[src/rtl/core/srsp_pkg.sv]
`default_nettype none
package srsp_pkg;

  localparam int unsigned SilenceLen = 36;
  localparam int unsigned SilIdxW = 6;

  localparam logic [7:0] FadeTicksRst = 8'd40;
  localparam logic [7:0] WaitCodeRst = 8'd0;
  localparam logic [7:0] WriteCodeRst = 8'd1;
  localparam logic [7:0] EndCodeRst = 8'd2;

  localparam logic [7:0] RegMaster = 8'h80;
  localparam logic [7:0] RegWave0 = 8'h90;
  localparam logic [7:0] RegWave1 = 8'h91;
  localparam logic [7:0] Wave0Match = 8'h04;
  localparam logic [7:0] Wave0Subst = 8'h01;
  localparam logic [7:0] Wave1Match = 8'h92;
  localparam logic [7:0] Wave1Subst = 8'h31;

  typedef enum logic [2:0] {
    CMD_TICK   = 3'd0,
    CMD_BYTE   = 3'd1,
    CMD_PLAY   = 3'd2,
    CMD_FADE   = 3'd3,
    CMD_HEAD   = 3'd4,
    CMD_STOP   = 3'd5
  } cmd_t;

  typedef enum logic [1:0] {
    CFG_FADE_TICKS = 2'd0,
    CFG_WAIT_CODE  = 2'd1,
    CFG_WRITE_CODE = 2'd2,
    CFG_END_CODE   = 2'd3
  } cfg_idx_t;

  typedef enum logic [1:0] {
    MODE_STOP = 2'd0,
    MODE_PLAY = 2'd1,
    MODE_NEXT = 2'd2,
    MODE_FADE = 2'd3
  } mode_t;

  typedef enum logic [2:0] {
    PH_IDLE = 3'd0,
    PH_CMD  = 3'd1,
    PH_ADDR = 3'd2,
    PH_DATA = 3'd3,
    PH_OFF0 = 3'd4,
    PH_OFF1 = 3'd5,
    PH_OFF2 = 3'd6,
    PH_OFF3 = 3'd7
  } phase_t;

  typedef struct packed {
    logic        wr;
    logic [7:0]  wr_off;
    logic [7:0]  wr_val;
    logic        sil;
    logic        fetch;
    logic [31:0] fetch_addr;
    logic        playing;
    logic        headset;
    logic        bad;
  } desc_t;

  typedef struct packed {
    logic       hit;
    logic [7:0] val;
  } fade_step_t;

  function automatic fade_step_t fade_level(input logic [7:0] cnt);
    fade_step_t r;
    r.hit = 1'b1;
    unique case (cnt)
      8'd35:   r.val = 8'h66;
      8'd30:   r.val = 8'h55;
      8'd25:   r.val = 8'h44;
      8'd20:   r.val = 8'h33;
      8'd15:   r.val = 8'h22;
      8'd10:   r.val = 8'h11;
      8'd5:    r.val = 8'h00;
      default: begin
        r.hit = 1'b0;
        r.val = 8'h00;
      end
    endcase
    return r;
  endfunction

  function automatic logic [15:0] silence_entry(input logic [SilIdxW-1:0] idx);
    logic [15:0] e;
    unique case (idx)
      6'd0:    e = 16'h6000;
      6'd1:    e = 16'h6200;
      6'd2:    e = 16'h6308;
      6'd3:    e = 16'h6400;
      6'd4:    e = 16'h6580;
      6'd5:    e = 16'h6800;
      6'd6:    e = 16'h6908;
      6'd7:    e = 16'h6c00;
      6'd8:    e = 16'h6d80;
      6'd9:    e = 16'h9000;
      6'd10:   e = 16'h9100;
      6'd11:   e = 16'h9200;
      6'd12:   e = 16'h9300;
      6'd13:   e = 16'h9400;
      6'd14:   e = 16'h9500;
      6'd15:   e = 16'h9600;
      6'd16:   e = 16'h9700;
      6'd17:   e = 16'h9800;
      6'd18:   e = 16'h9900;
      6'd19:   e = 16'h9a00;
      6'd20:   e = 16'h9b00;
      6'd21:   e = 16'h9c00;
      6'd22:   e = 16'h9d00;
      6'd23:   e = 16'h9e00;
      6'd24:   e = 16'h9f00;
      6'd25:   e = 16'h7000;
      6'd26:   e = 16'h7200;
      6'd27:   e = 16'h7300;
      6'd28:   e = 16'h7400;
      6'd29:   e = 16'h7500;
      6'd30:   e = 16'h7800;
      6'd31:   e = 16'h7908;
      6'd32:   e = 16'h7c00;
      6'd33:   e = 16'h7d80;
      6'd34:   e = 16'h8077;
      6'd35:   e = 16'h81ff;
      default: e = 16'h0000;
    endcase
    return e;
  endfunction

endpackage
`default_nettype wire

[src/rtl/core/sound_register_stream_player.sv]
// Channel  Direction  Handshake            Payload
// in_      input      in_valid/in_ready    cmd, stream_byte, song_base, loop_enable
// out_     output     out_valid/out_ready  write, register offset/value, fetch, status
// cfg_     input      cfg_we               cfg_index, cfg_data
//
// One input transaction is decoded in the cycle it is accepted and lands in a
// one-entry job register; an emitter register then presents its results.
// A transaction yields 1 or 36 results, one per cycle on out_ while out_ready
// is high; the 36 come from the silence table walk.
// Input is taken every cycle while the emitter keeps pace; with out_ready low
// one more transaction is absorbed, then in_ready drops.
// Reset is synchronous on rst_n and leaves the player stopped.
`default_nettype none
module sound_register_stream_player (
  input  wire logic        clk,
  input  wire logic        rst_n,
  input  wire logic        in_valid,
  output logic             in_ready,
  input  wire logic [2:0]  in_cmd,
  input  wire logic [7:0]  in_stream_byte,
  input  wire logic [31:0] in_song_base,
  input  wire logic        in_loop_enable,
  output logic             out_valid,
  input  wire logic        out_ready,
  output logic             out_write_valid,
  output logic [7:0]       out_reg_offset,
  output logic [7:0]       out_reg_value,
  output logic             out_fetch_valid,
  output logic [31:0]      out_fetch_address,
  output logic             out_playing,
  output logic             out_headset_on,
  output logic             out_bad_command,
  output logic             out_last,
  input  wire logic        cfg_we,
  input  wire logic [1:0]  cfg_index,
  input  wire logic [7:0]  cfg_data
);

  logic            in_fire;
  srsp_pkg::desc_t desc;

  assign in_fire = in_valid && in_ready;

  srsp_ctrl u_ctrl (
    .clk            (clk),
    .rst_n          (rst_n),
    .in_fire        (in_fire),
    .in_cmd         (in_cmd),
    .in_stream_byte (in_stream_byte),
    .in_song_base   (in_song_base),
    .in_loop_enable (in_loop_enable),
    .cfg_we         (cfg_we),
    .cfg_index      (cfg_index),
    .cfg_data       (cfg_data),
    .desc           (desc)
  );

  srsp_emit u_emit (
    .clk               (clk),
    .rst_n             (rst_n),
    .in_fire           (in_fire),
    .in_desc           (desc),
    .in_ready          (in_ready),
    .out_valid         (out_valid),
    .out_ready         (out_ready),
    .out_write_valid   (out_write_valid),
    .out_reg_offset    (out_reg_offset),
    .out_reg_value     (out_reg_value),
    .out_fetch_valid   (out_fetch_valid),
    .out_fetch_address (out_fetch_address),
    .out_playing       (out_playing),
    .out_headset_on    (out_headset_on),
    .out_bad_command   (out_bad_command),
    .out_last          (out_last)
  );

`ifndef ASSERT_OFF
  a_stall_needs_backlog: assert property (@(posedge clk) disable iff (!rst_n)
    !in_ready |-> out_valid)
    else $error("input stalled with no pending result");

  a_burst_continues: assert property (@(posedge clk) disable iff (!rst_n)
    out_valid && out_ready && !out_last |=> out_valid)
    else $error("multi-result transaction broke off");

  a_no_fetch_when_stopped: assert property (@(posedge clk) disable iff (!rst_n)
    out_valid && !out_playing |-> !out_fetch_valid)
    else $error("fetch requested while stopped");
`endif

endmodule
`default_nettype wire

[src/rtl/core/srsp_ctrl.sv]
`default_nettype none
module srsp_ctrl (
  input  wire logic                clk,
  input  wire logic                rst_n,
  input  wire logic                in_fire,
  input  wire logic [2:0]          in_cmd,
  input  wire logic [7:0]          in_stream_byte,
  input  wire logic [31:0]         in_song_base,
  input  wire logic                in_loop_enable,
  input  wire logic                cfg_we,
  input  wire logic [1:0]          cfg_index,
  input  wire logic [7:0]          cfg_data,
  output srsp_pkg::desc_t          desc
);

  logic [7:0] fade_ticks_r, wait_code_r, write_code_r, end_code_r;

  srsp_pkg::mode_t  mode_r, mode_nxt;
  srsp_pkg::phase_t phase_r, phase_nxt;
  logic [7:0]  fade_count_r, fade_count_nxt;
  logic [31:0] song_start_r, song_start_nxt;
  logic [31:0] cursor_r, cursor_nxt;
  logic        looping_r, looping_nxt;
  logic [31:0] queued_start_r, queued_start_nxt;
  logic        queued_looping_r, queued_looping_nxt;
  logic        headset_r, headset_nxt;
  logic [7:0]  held_address_r, held_address_nxt;
  logic [31:0] offset_accum_r, offset_accum_nxt;

  logic [7:0]  fc_dec;
  logic [31:0] cursor_inc;
  logic [31:0] accum_add;
  srsp_pkg::fade_step_t fstep;

  always_ff @(posedge clk) begin
    if (!rst_n) begin
      fade_ticks_r <= srsp_pkg::FadeTicksRst;
      wait_code_r  <= srsp_pkg::WaitCodeRst;
      write_code_r <= srsp_pkg::WriteCodeRst;
      end_code_r   <= srsp_pkg::EndCodeRst;
    end else if (cfg_we) begin
      unique case (srsp_pkg::cfg_idx_t'(cfg_index))
        srsp_pkg::CFG_FADE_TICKS: fade_ticks_r <= cfg_data;
        srsp_pkg::CFG_WAIT_CODE:  wait_code_r  <= cfg_data;
        srsp_pkg::CFG_WRITE_CODE: write_code_r <= cfg_data;
        srsp_pkg::CFG_END_CODE:   end_code_r   <= cfg_data;
        default: ;
      endcase
    end
  end

  always_ff @(posedge clk) begin
    if (!rst_n) begin
      mode_r           <= srsp_pkg::MODE_STOP;
      phase_r          <= srsp_pkg::PH_IDLE;
      fade_count_r     <= '0;
      song_start_r     <= '0;
      cursor_r         <= '0;
      looping_r        <= 1'b0;
      queued_start_r   <= '0;
      queued_looping_r <= 1'b0;
      headset_r        <= 1'b0;
      held_address_r   <= '0;
      offset_accum_r   <= '0;
    end else if (in_fire) begin
      mode_r           <= mode_nxt;
      phase_r          <= phase_nxt;
      fade_count_r     <= fade_count_nxt;
      song_start_r     <= song_start_nxt;
      cursor_r         <= cursor_nxt;
      looping_r        <= looping_nxt;
      queued_start_r   <= queued_start_nxt;
      queued_looping_r <= queued_looping_nxt;
      headset_r        <= headset_nxt;
      held_address_r   <= held_address_nxt;
      offset_accum_r   <= offset_accum_nxt;
    end
  end

  assign fc_dec     = fade_count_r - 8'd1;
  assign cursor_inc = cursor_r + 32'd1;
  assign fstep      = srsp_pkg::fade_level(fade_count_r);

  always_comb begin
    accum_add = offset_accum_r;
    case (phase_r[1:0])
      2'd0:    accum_add[7:0]   = offset_accum_r[7:0]   | in_stream_byte;
      2'd1:    accum_add[15:8]  = offset_accum_r[15:8]  | in_stream_byte;
      2'd2:    accum_add[23:16] = offset_accum_r[23:16] | in_stream_byte;
      default: accum_add[31:24] = offset_accum_r[31:24] | in_stream_byte;
    endcase
  end

  always_comb begin
    mode_nxt           = mode_r;
    phase_nxt          = phase_r;
    fade_count_nxt     = fade_count_r;
    song_start_nxt     = song_start_r;
    cursor_nxt         = cursor_r;
    looping_nxt        = looping_r;
    queued_start_nxt   = queued_start_r;
    queued_looping_nxt = queued_looping_r;
    headset_nxt        = headset_r;
    held_address_nxt   = held_address_r;
    offset_accum_nxt   = offset_accum_r;
    desc.wr     = 1'b0;
    desc.wr_off = '0;
    desc.wr_val = '0;
    desc.sil    = 1'b0;
    desc.bad    = 1'b0;

    unique case (in_cmd)
      srsp_pkg::CMD_TICK: begin
        if (mode_r != srsp_pkg::MODE_STOP) begin
          if (mode_r == srsp_pkg::MODE_NEXT || mode_r == srsp_pkg::MODE_FADE) begin
            if (fstep.hit) begin
              desc.wr     = 1'b1;
              desc.wr_off = srsp_pkg::RegMaster;
              desc.wr_val = fstep.val;
            end
            fade_count_nxt = fc_dec;
          end
          if ((mode_r == srsp_pkg::MODE_NEXT || mode_r == srsp_pkg::MODE_FADE) &&
              fc_dec == 8'd0) begin
            desc.sil  = 1'b1;
            phase_nxt = srsp_pkg::PH_IDLE;
            if (mode_r == srsp_pkg::MODE_NEXT) begin
              mode_nxt           = srsp_pkg::MODE_PLAY;
              fade_count_nxt     = '0;
              song_start_nxt     = queued_start_r;
              cursor_nxt         = queued_start_r;
              looping_nxt        = queued_looping_r;
              queued_start_nxt   = '0;
              queued_looping_nxt = 1'b0;
              headset_nxt        = 1'b0;
              held_address_nxt   = '0;
              offset_accum_nxt   = '0;
            end else begin
              mode_nxt = srsp_pkg::MODE_STOP;
            end
          end else if (phase_r == srsp_pkg::PH_IDLE) begin
            phase_nxt = srsp_pkg::PH_CMD;
          end
        end
      end
      srsp_pkg::CMD_BYTE: begin
        if (phase_r != srsp_pkg::PH_IDLE && mode_r != srsp_pkg::MODE_STOP) begin
          cursor_nxt = cursor_inc;
          unique case (phase_r) inside
            srsp_pkg::PH_CMD: begin
              if (in_stream_byte == wait_code_r) begin
                phase_nxt = srsp_pkg::PH_IDLE;
              end else if (in_stream_byte == write_code_r) begin
                phase_nxt = srsp_pkg::PH_ADDR;
              end else if (in_stream_byte == end_code_r) begin
                if (!looping_r) begin
                  mode_nxt  = srsp_pkg::MODE_STOP;
                  phase_nxt = srsp_pkg::PH_IDLE;
                  desc.sil  = 1'b1;
                end else begin
                  offset_accum_nxt = '0;
                  phase_nxt        = srsp_pkg::PH_OFF0;
                end
              end else begin
                mode_nxt  = srsp_pkg::MODE_STOP;
                phase_nxt = srsp_pkg::PH_IDLE;
                desc.bad  = 1'b1;
              end
            end
            srsp_pkg::PH_ADDR: begin
              held_address_nxt = in_stream_byte;
              phase_nxt        = srsp_pkg::PH_DATA;
            end
            srsp_pkg::PH_DATA: begin
              desc.wr     = 1'b1;
              desc.wr_off = held_address_r;
              desc.wr_val = in_stream_byte;
              if (headset_r && held_address_r == srsp_pkg::RegWave0 &&
                  in_stream_byte == srsp_pkg::Wave0Match) begin
                desc.wr_val = srsp_pkg::Wave0Subst;
              end else if (headset_r && held_address_r == srsp_pkg::RegWave1 &&
                           in_stream_byte == srsp_pkg::Wave1Match) begin
                desc.wr_val = srsp_pkg::Wave1Subst;
              end
              phase_nxt = srsp_pkg::PH_CMD;
            end
            srsp_pkg::PH_OFF0, srsp_pkg::PH_OFF1, srsp_pkg::PH_OFF2: begin
              offset_accum_nxt = accum_add;
              phase_nxt        = srsp_pkg::phase_t'(phase_r + 3'd1);
            end
            srsp_pkg::PH_OFF3: begin
              offset_accum_nxt = accum_add;
              cursor_nxt       = song_start_r + accum_add;
              phase_nxt        = srsp_pkg::PH_CMD;
            end
            default: ;
          endcase
        end
      end
      srsp_pkg::CMD_PLAY: begin
        if (mode_r == srsp_pkg::MODE_PLAY) begin
          queued_start_nxt   = in_song_base;
          queued_looping_nxt = in_loop_enable;
          fade_count_nxt     = fade_ticks_r;
          mode_nxt           = srsp_pkg::MODE_NEXT;
        end else if (mode_r == srsp_pkg::MODE_NEXT || mode_r == srsp_pkg::MODE_FADE) begin
          queued_start_nxt   = in_song_base;
          queued_looping_nxt = in_loop_enable;
          mode_nxt           = srsp_pkg::MODE_NEXT;
        end else begin
          desc.sil           = 1'b1;
          mode_nxt           = srsp_pkg::MODE_PLAY;
          phase_nxt          = srsp_pkg::PH_IDLE;
          fade_count_nxt     = '0;
          song_start_nxt     = in_song_base;
          cursor_nxt         = in_song_base;
          looping_nxt        = in_loop_enable;
          queued_start_nxt   = '0;
          queued_looping_nxt = 1'b0;
          headset_nxt        = 1'b0;
          held_address_nxt   = '0;
          offset_accum_nxt   = '0;
        end
      end
      srsp_pkg::CMD_FADE: begin
        fade_count_nxt = fade_ticks_r;
        mode_nxt       = srsp_pkg::MODE_FADE;
      end
      srsp_pkg::CMD_HEAD: begin
        headset_nxt = ~headset_r;
      end
      srsp_pkg::CMD_STOP: begin
        mode_nxt  = srsp_pkg::MODE_STOP;
        phase_nxt = srsp_pkg::PH_IDLE;
        desc.sil  = 1'b1;
      end
      default: ;
    endcase

    desc.fetch      = (phase_nxt != srsp_pkg::PH_IDLE);
    desc.fetch_addr = cursor_nxt;
    desc.playing    = (mode_nxt != srsp_pkg::MODE_STOP);
    desc.headset    = headset_nxt;
  end

endmodule
`default_nettype wire

[src/rtl/core/srsp_emit.sv]
`default_nettype none
module srsp_emit (
  input  wire logic            clk,
  input  wire logic            rst_n,
  input  wire logic            in_fire,
  input  wire srsp_pkg::desc_t in_desc,
  output logic                 in_ready,
  output logic                 out_valid,
  input  wire logic            out_ready,
  output logic                 out_write_valid,
  output logic [7:0]           out_reg_offset,
  output logic [7:0]           out_reg_value,
  output logic                 out_fetch_valid,
  output logic [31:0]          out_fetch_address,
  output logic                 out_playing,
  output logic                 out_headset_on,
  output logic                 out_bad_command,
  output logic                 out_last
);

  logic                           a_valid_r;
  srsp_pkg::desc_t                a_desc_r;
  logic                           b_valid_r;
  srsp_pkg::desc_t                b_desc_r;
  logic                           pre_r;
  logic [srsp_pkg::SilIdxW-1:0]   sil_idx_r;

  logic        b_last;
  logic        b_done;
  logic        a_move;
  logic [15:0] sil_word;

  assign sil_word = srsp_pkg::silence_entry(sil_idx_r);
  assign b_last   = pre_r ? !b_desc_r.sil
                          : (!b_desc_r.sil ||
                             sil_idx_r == srsp_pkg::SilIdxW'(srsp_pkg::SilenceLen - 1));
  assign b_done   = b_valid_r && out_ready && b_last;
  assign a_move   = a_valid_r && (!b_valid_r || b_done);
  assign in_ready = !a_valid_r || a_move;

  always_ff @(posedge clk) begin
    if (!rst_n) begin
      a_valid_r <= 1'b0;
    end else if (in_fire) begin
      a_valid_r <= 1'b1;
    end else if (a_move) begin
      a_valid_r <= 1'b0;
    end
  end

  always_ff @(posedge clk) begin
    if (in_fire) begin
      a_desc_r <= in_desc;
    end
  end

  always_ff @(posedge clk) begin
    if (!rst_n) begin
      b_valid_r <= 1'b0;
      pre_r     <= 1'b0;
      sil_idx_r <= '0;
    end else if (a_move) begin
      b_valid_r <= 1'b1;
      pre_r     <= a_desc_r.wr;
      sil_idx_r <= '0;
    end else if (b_done) begin
      b_valid_r <= 1'b0;
    end else if (b_valid_r && out_ready) begin
      if (pre_r) begin
        pre_r <= 1'b0;
      end else begin
        sil_idx_r <= sil_idx_r + srsp_pkg::SilIdxW'(1);
      end
    end
  end

  always_ff @(posedge clk) begin
    if (a_move) begin
      b_desc_r <= a_desc_r;
    end
  end

  always_comb begin
    out_valid         = b_valid_r;
    out_write_valid   = 1'b0;
    out_reg_offset    = '0;
    out_reg_value     = '0;
    if (pre_r) begin
      out_write_valid = 1'b1;
      out_reg_offset  = b_desc_r.wr_off;
      out_reg_value   = b_desc_r.wr_val;
    end else if (b_desc_r.sil) begin
      out_write_valid = 1'b1;
      out_reg_offset  = sil_word[15:8];
      out_reg_value   = sil_word[7:0];
    end
    out_fetch_valid   = b_last && b_desc_r.fetch;
    out_fetch_address = (b_last && b_desc_r.fetch) ? b_desc_r.fetch_addr : '0;
    out_playing       = b_desc_r.playing;
    out_headset_on    = b_desc_r.headset;
    out_bad_command   = b_last && b_desc_r.bad;
    out_last          = b_last;
  end

endmodule
`default_nettype wire

[config.mk]
export PLATFORM = sky130hd
export DESIGN_NAME = sound_register_stream_player
export DESIGN_NICKNAME = d
export VERILOG_FILES = /design/src/rtl/core/srsp_pkg.sv /design/src/rtl/core/sound_register_stream_player.sv /design/src/rtl/core/srsp_ctrl.sv /design/src/rtl/core/srsp_emit.sv
export SDC_FILE = /design/constraint.sdc
export NUM_CORES = 1
export LEC_CHECK = 0
export BUFFER_PORTS_ARGS = -buffer_cell sky130_fd_sc_hd__buf_2
export CAP_MARGIN = 20
export CORE_MARGIN = 2
export CORE_UTILIZATION = 52
export DETAILED_ROUTE_END_ITERATION = 8
export PLACE_DENSITY_LB_ADDON = 0.25
export SYNTH_ARGS = -nofsm -noshare
export SYNTH_HDL_FRONTEND = slang
export SYNTH_SLANG_ARGS = --single-unit
[constraint.sdc]
create_clock -name clk -period 6.4 [get_ports clk]
set_input_delay 1.28 -clock clk [delete_from_list [all_inputs] [get_ports clk]]
set_output_delay 1.28 -clock clk [all_outputs]
set_load 0.1 [all_outputs]
Word-level counts from Yosys, hierarchy flattened
Memories as Yosys holds them, arrays and structs flattened. A register that Yosys moved wholly into a read port is not among the register bits.
Cells that the tools add are included.
{"block": "totals", "regBits": 300, "latchBits": 0, "ram_bits": 0, "mem_bits_ro": 1024, "in_bits": 59, "memories": 1}
{"block": "op_classes", "addsub": 5, "n_mul": 0, "n_div": 0, "n_lt_le_gt_ge": 0, "n_eq_ne": 49, "shift": 0, "n_mux": 126, "n_bitwise": 11, "n_reduce_logical": 52}
{"name": "(name not given)", "depth": 64, "word_bits": 16, "read_ports": 1, "rd_ports_with_merged_regs": 1, "wr": 0, "line_no": "srsp_pkg.sv:92", "rtl": "unique case (idx)"}
{"op": "$mux 32", "count": 25}
{"op": "$pmux 32 s2", "count": 3}
{"op": "$pmux 32 s3", "count": 2}
{"op": "$mux 8", "count": 22}
{"op": "$mux 17", "count": 3}
{"op": "$pmux 8 s3", "count": 2}
{"op": "$pmux 7 s6", "count": 1}
{"op": "$mux 1", "count": 36}
{"op": "$mux 18", "count": 2}
{"op": "$pmux 17 s2", "count": 1}
{"op": "$add 32x1->32 const B", "count": 1}
{"op": "$add 32x32->32", "count": 1}
{"op": "$or 8x8->8", "count": 4}
{"op": "$mux 3", "count": 10}
{"op": "$eq 8x5->1 const B", "count": 3}
{"op": "$eq 8x8->1", "count": 3}
{"op": "$eq 8x8->1 const B", "count": 3}
{"op": "$pmux 3 s4", "count": 2}
{"op": "$mux 2", "count": 10}
{"op": "$eq 3x3->1 const B", "count": 6}
{"op": "$eq 8x3->1 const B", "count": 2}
{"op": "$eq 8x4->1 const B", "count": 2}
{"op": "$reduce_and 13->1", "count": 1}
{"op": "$eq 3x2->1 const B", "count": 4}
{"op": "other kinds (37)", "count": 94}

Longest topological paths before layout
{"block": "logic_depth", "ltp_word": 9, "depth_mapped": 15}

Hierarchy
Synthesis repeated with hierarchy kept, for this count alone.
{"block": "hier_totals", "hier_cells": 2116, "hier_area_um2": 17991.0}
{"module": "srsp_ctrl", "instances": 1, "cells_each": 1746, "area_each_um2": 12829.8, "seq_area_each_um2": 3683.5}
{"module": "srsp_emit", "instances": 1, "cells_each": 369, "area_each_um2": 5154.9, "seq_area_each_um2": 3593.4}
{"module": "sound_register_stream_player", "instances": 1, "cells_each": 1, "area_each_um2": 6.3, "seq_area_each_um2": 0.0}

Least setup slack after synthesis
OpenSTA, ideal clock, no wires.
{"block": "synth_timing", "path_type": "input to register", "start": "in out_ready", "end": "reg u_emit.a_desc_r[0] in the netlist's numbering, enable pin", "setup_time_ns": 0.439, "t_arrival_ns": 4.270, "required_ns": 5.961, "slack_ns": 1.691, "stages": 5, "path_buffers": 2, "cell_sequence": "a21o_1 -> nand2_1 -> inv_1 -> clkbuf_1 -> clkbuf_1"}
{"block": "synth_via", "elab_chain_cells": 6}
{"element": "from (decl)", "line_no": "sound_register_stream_player.sv:24", "rtl": "input wire logic out_ready,"}
{"element": "$logic_and 1x1->1 (2 in a row)", "line_no": "srsp_emit.sv:37", "rtl": "assign b_done = b_valid_r && out_ready && b_last;"}
{"element": "$logic_or 1x1->1", "line_no": "srsp_emit.sv:38", "rtl": "assign a_move = a_valid_r && (!b_valid_r || b_done);"}
{"element": "$logic_and 1x1->1", "line_no": "srsp_emit.sv:38"}
{"element": "$logic_or 1x1->1", "line_no": "srsp_emit.sv:39", "rtl": "assign in_ready = !a_valid_r || a_move;"}
{"element": "$logic_and 1x1->1", "line_no": "sound_register_stream_player.sv:42", "rtl": "assign in_fire = in_valid && in_ready;"}
{"element": "via in_fire", "line_no": "sound_register_stream_player.sv:39", "rtl": "logic in_fire;"}
{"element": "to (signal assigned)", "line_no": "srsp_emit.sv:53", "rtl": "a_desc_r <= in_desc;"}
{"element": "to (decl)", "line_no": "srsp_emit.sv:22", "rtl": "srsp_pkg::desc_t a_desc_r;"}
The timed path passes the listed nets, and every way through them passes these cells.
A chain may end at the register's enable or synchronous reset.

Worst setup path after layout
{"block": "layout_timing", "start": "reg u_emit.pre_r", "end": "reg u_ctrl.song_start_r[31]"}
{"block": "layout_via", "elab_chain_cells": 7}
{"element": "from (decl)", "line_no": "srsp_emit.sv:25", "rtl": "logic pre_r;"}
{"element": "from (signal assigned)", "line_no": "srsp_emit.sv:64", "rtl": "pre_r <= a_desc_r.wr;"}
{"element": "$mux 1", "line_no": "srsp_emit.sv:34", "rtl": "assign b_last = pre_r ? !b_desc_r.sil"}
{"element": "$logic_and 1x1->1", "line_no": "srsp_emit.sv:37"}
{"element": "$logic_or 1x1->1", "line_no": "srsp_emit.sv:38"}
{"element": "$logic_and 1x1->1", "line_no": "srsp_emit.sv:38"}
{"element": "$logic_or 1x1->1", "line_no": "srsp_emit.sv:39"}
{"element": "$logic_and 1x1->1", "line_no": "sound_register_stream_player.sv:42"}
{"element": "$reduce_and 7->1 (no line)"}
{"element": "to (signal assigned)", "line_no": "srsp_ctrl.sv:69", "rtl": "song_start_r <= song_start_nxt;"}
{"element": "to (decl)", "line_no": "srsp_ctrl.sv:21", "rtl": "logic [31:0] song_start_r, song_start_nxt;"}
Every way passes these cells.

==> summary.txt <==
Placed design
  – Post-DP HPWL: 38700 um
  – DP Worst Slack: 1780 ps
  – RD Place Congestion: 0.959
  – IO buf count: 114

Pwr
  – Psw: 0.00136 W
  – Sw frac: 28.4%
  – Int Power: 0.00343 W
  – Power per Cell Area: 246 nW/um^2
  – Logic pwr share: 14.1%
  – Seq pwr share: 45.8%
  – Static Leakage: 7.66 nW
  – Clock share of power: 40.1%
  – Worst VDD drop: 0.152 mV

Routing
  – Final ANT Viol Nets: 0
  – DR vias: 16100
  – DR WL met3: 5080 um
  – Residual DRC: 0
  – TritonRoute pass-1 iters: 6
  – Met2 wire length: 23400 um
  – Sum of routed wire length over all layers: 54500 um
  – Vias/cell: 6.36
  – DR iter-0 viols: 1716
  – Metal-1 WL: 24300 um
  – Routed len/inst: 21.5 um
  – Top routing layer used: met5

Clock tree
  – Total CTS buffers: 35
  – # resized after CTS: 0
  – # clock sinks: 310
  – Postcts setup bufs: 0
  – Hold-fix buffers, CTS: 0
  – Root Driver: clkbuf_16
  – CTS tree: yes
  – Clock buffer depth: 3
  – Clk slew on worst S/H paths: 60 ps
  – Clock H-tree levels: 2
  – Worst-skew pair later-pin latency: 530 ps

STA
  – Final period util: 71.6%
  – Post-Route Setup TNS: 0 ps
  – Period minus WS final: 4590 ps
  – Final worst setup slack: 1810 ps
  – Rel. slew slack: 28.6%
  – Tightest Pin Transition: 1070 ps
  – Worst Skew: 15.7 ps
  – Setup Viol. Count Final: 0
  – Max Freq: 0.218 GHz
  – RSZ-0062 raised after global routing: no
  – Final hold vios: 0
  – Slew Viols, Final: 0

Global routing
  – Total Routing Usage GR: 30.2%
  – Total gr overflow: 0
  – Largest net degree at the start of global routing: 84
  – Vias in the first global route: 14600
  – Global-route wire length before repair: 84700 um
  – Initial antenna violation count: 2

Critical path
  – Crit end category: register
  – CP required: 6800 ps
  – Kind of critical path: register to register
  – Critical path fanouts, max: 60
  – CP delay by family, top: simple AND/OR/NAND/NOR gates
  – Critical Path Start Type: register
  – Max stage delay cell, worst path: nor4b_1
  – Worst path buffer plus inverter count: 3
  – CP dominant cell by count: buf_4
  – Slowest stage delay, CP: 710 ps
  – Crit path cell chain: nor4b_1 -> a21bo_2 -> a21o_1 -> nand2_1 -> buf_4 -> or4_1 -> buf_4 -> nor2_4 -> buf_4 -> nor2_1 -> a211oi_1
  – Worst EP arrival: 4990 ps

Synth
  – Sequential-to-total area share from yosys stat: 41.2%
  – Ranking of synthesized cells by area: dfxtp_1, edfxtp_1, mux2i_1
  – Post-synth top flop: dfxtp_1
  – Async set or reset register ratio after synthesis: 0%
  – Ys Warns: 0
  – FF+latch count, synth: 310
  – Synth top area share: 23.0%
  – Post-synth EDFFs: 107
  – Combinational family with the most area after synthesis: compound AO/OA/AOI/OAI gates
  – Mux cell area share after synthesis: 5.05%
  – Synth Area in XOR/XNOR: 3.22%
  – Cell Area, Synth: 17700 sq um
  – Synthesized instance count: 2028
  – Count of different cell masters after synthesis: 91
  – Synth area leader: dfxtp_1
  – Adder-cell area share of the yosys netlist: 4.15%
  – Complex-gate fraction of the synthesized area: 21.5%
  – Post-synthesis simple-gate area fraction: 20.5%
  – Synth Net Count: 2145
  – Synthesized area per cell: 8.71 sq um

Min path
  – Hold Crit Class: register to register

Floorplan
  – Num rows: 67
  – Die X: 188 um
  – I/O pin count: 115
  – Starting density of the core: 52.8%
  – Core area: 33400 sq um
  – Die area: 35500 sq um
  – DIE HEIGHT: 188 um

Finish
  – Share of cells above drive strength 1: 11.4%
  – Inserted Diodes: 0
  – Nets: 2176
  – Syn-to-layout area delta: 10.4%

Run status
  – Status: finished clean

Run
  – Max Cap Violations: 0
flip-flops by register name, indices dropped and copies added, names as in the netlist, 10 cells and up:
signal,flops
u_emit.sil_word,10
u_ctrl.cursor_r,32
u_emit.b_desc_r,51
u_emit.a_desc_r,54
u_ctrl.offset_accum_r,32
u_ctrl.song_start_r,32
u_ctrl.queued_start_r,32
power by group through the flow:
stage	Sequential [W]	Clock (W)	Combinational (W)
after floorplan	0.00221	0	0.000478
after global placement	0.00223	0	0.000650
after detailed placement	0.00223	0	0.000659
after CTS	0.00219	0.00195	0.000662
after global routing	0.00220	0.00202	0.000722
final	0.00219	0.00192	0.000675
through the flow:
stage	instance area (sq um)	hold WS (ps)	util, %	power [W]	cells
after global placement	18400	401	55.0	0.00288	2470
after CTS	19500	417	58.3	0.00480	2531
after global routing	19500	422	58.3	0.00495	2531
after floorplan	17700	400	-	0.00269	2028
after detailed placement	18400	405	55.0	0.00289	2470
final	19500	416	58.3	0.00479	2531
area by class of cell:
cell class | count | area [sq um]
Clock inverter | 14 | 119
Multi-Input combinational cell | 1530 | 9650
Tap cell | 448 | 561
Clock buffer | 47 | 972
Inverter | 42 | 160
Sequential cell | 310 | 7280
Fill cell | 2969 | 13900
Timing Repair Buffer | 140 | 766
path summary, 6_finish.rpt:
kind	cells past startpoint	end	slack (ps)	start
setup / recovery	11	u_ctrl.song_start_r[31]	1810	u_emit.pre_r
hold / removal	0	u_emit.b_desc_r[33]	420	u_emit.a_desc_r[33]
hold reg to reg	0	u_emit.b_desc_r[33]	420	u_emit.a_desc_r[33]
setup reg to reg	11	u_ctrl.song_start_r[31]	1810	u_emit.pre_r
routing by layer:
layer,GRT usage [%],vias up
li1,-,7471
met1,43.9,7701
met2,44.9,799
met3,5.59,110
met4,10.5,4
met5,0,-
layout by cell type (no fill, tap or decap), drive strengths merged, types with 12 or more instances in the layout:
cell type	instances
o21a	15
mux2i	88
clkbuf	47
clkinv	12
a221oi	17
and2	13
and3	57
a22o	13
a21oi	155
xnor2	34
dfxtp	203
nor2b	37
xor2	31
nand4	27
o21ai	106
or3	12
nor3	35
a21o	49
nand2	230
a211oi	55
nor2	204
a31oi	17
buf	140
inv	41
nand3	82
edfxtp	107
o31ai	14
ha	57
cell usage after synthesis, types with 9 or more instances:
library cell / n
a211oi_2: 10
a21o_1: 49
nor2_1: 203
a211oi_1: 45
nor4_1: 9
and2_1: 11
a31oi_1: 17
clkbuf_1: 114
nand4_1: 27
nand2_1: 229
and3_1: 57
nand3_1: 82
a21oi_1: 155
o31ai_1: 14
o21a_1: 15
buf_1: 9
a221oi_1: 17
xnor2_1: 34
dfxtp_1: 203
a22o_1: 13
edfxtp_1: 107
inv_1: 41
or3_1: 12
o21ai_0: 102
mux2i_1: 88
xor2_1: 31
buf_2: 14
nor2b_1: 37
a22oi_1: 9
nor3_1: 33
ha_1: 57
o211ai_1: 10
or2_2: 9
kinds of logic (layout without fill, tap and decap cells):
family          count (synthesis)  count (layout)
compound gates                559             559
xor+xnor                       65              65
fa+ha+maj                      58              58
buf+inv                       188             243
flops                         310             310
mux                            89              89
simple gates                  759             759
worst register-to-register path, stage by stage, from the launching register on:
cell and delay (ps):
dfxtp_1 560, nor4b_1 710, a21bo_2 600, a21o_1 280, nand2_1 80, buf_4 240, or4_1 500, buf_4 290
nor2_4 230, buf_4 580, nor2_1 90, a211oi_1 300
Power figures use the tool's default switching activity.
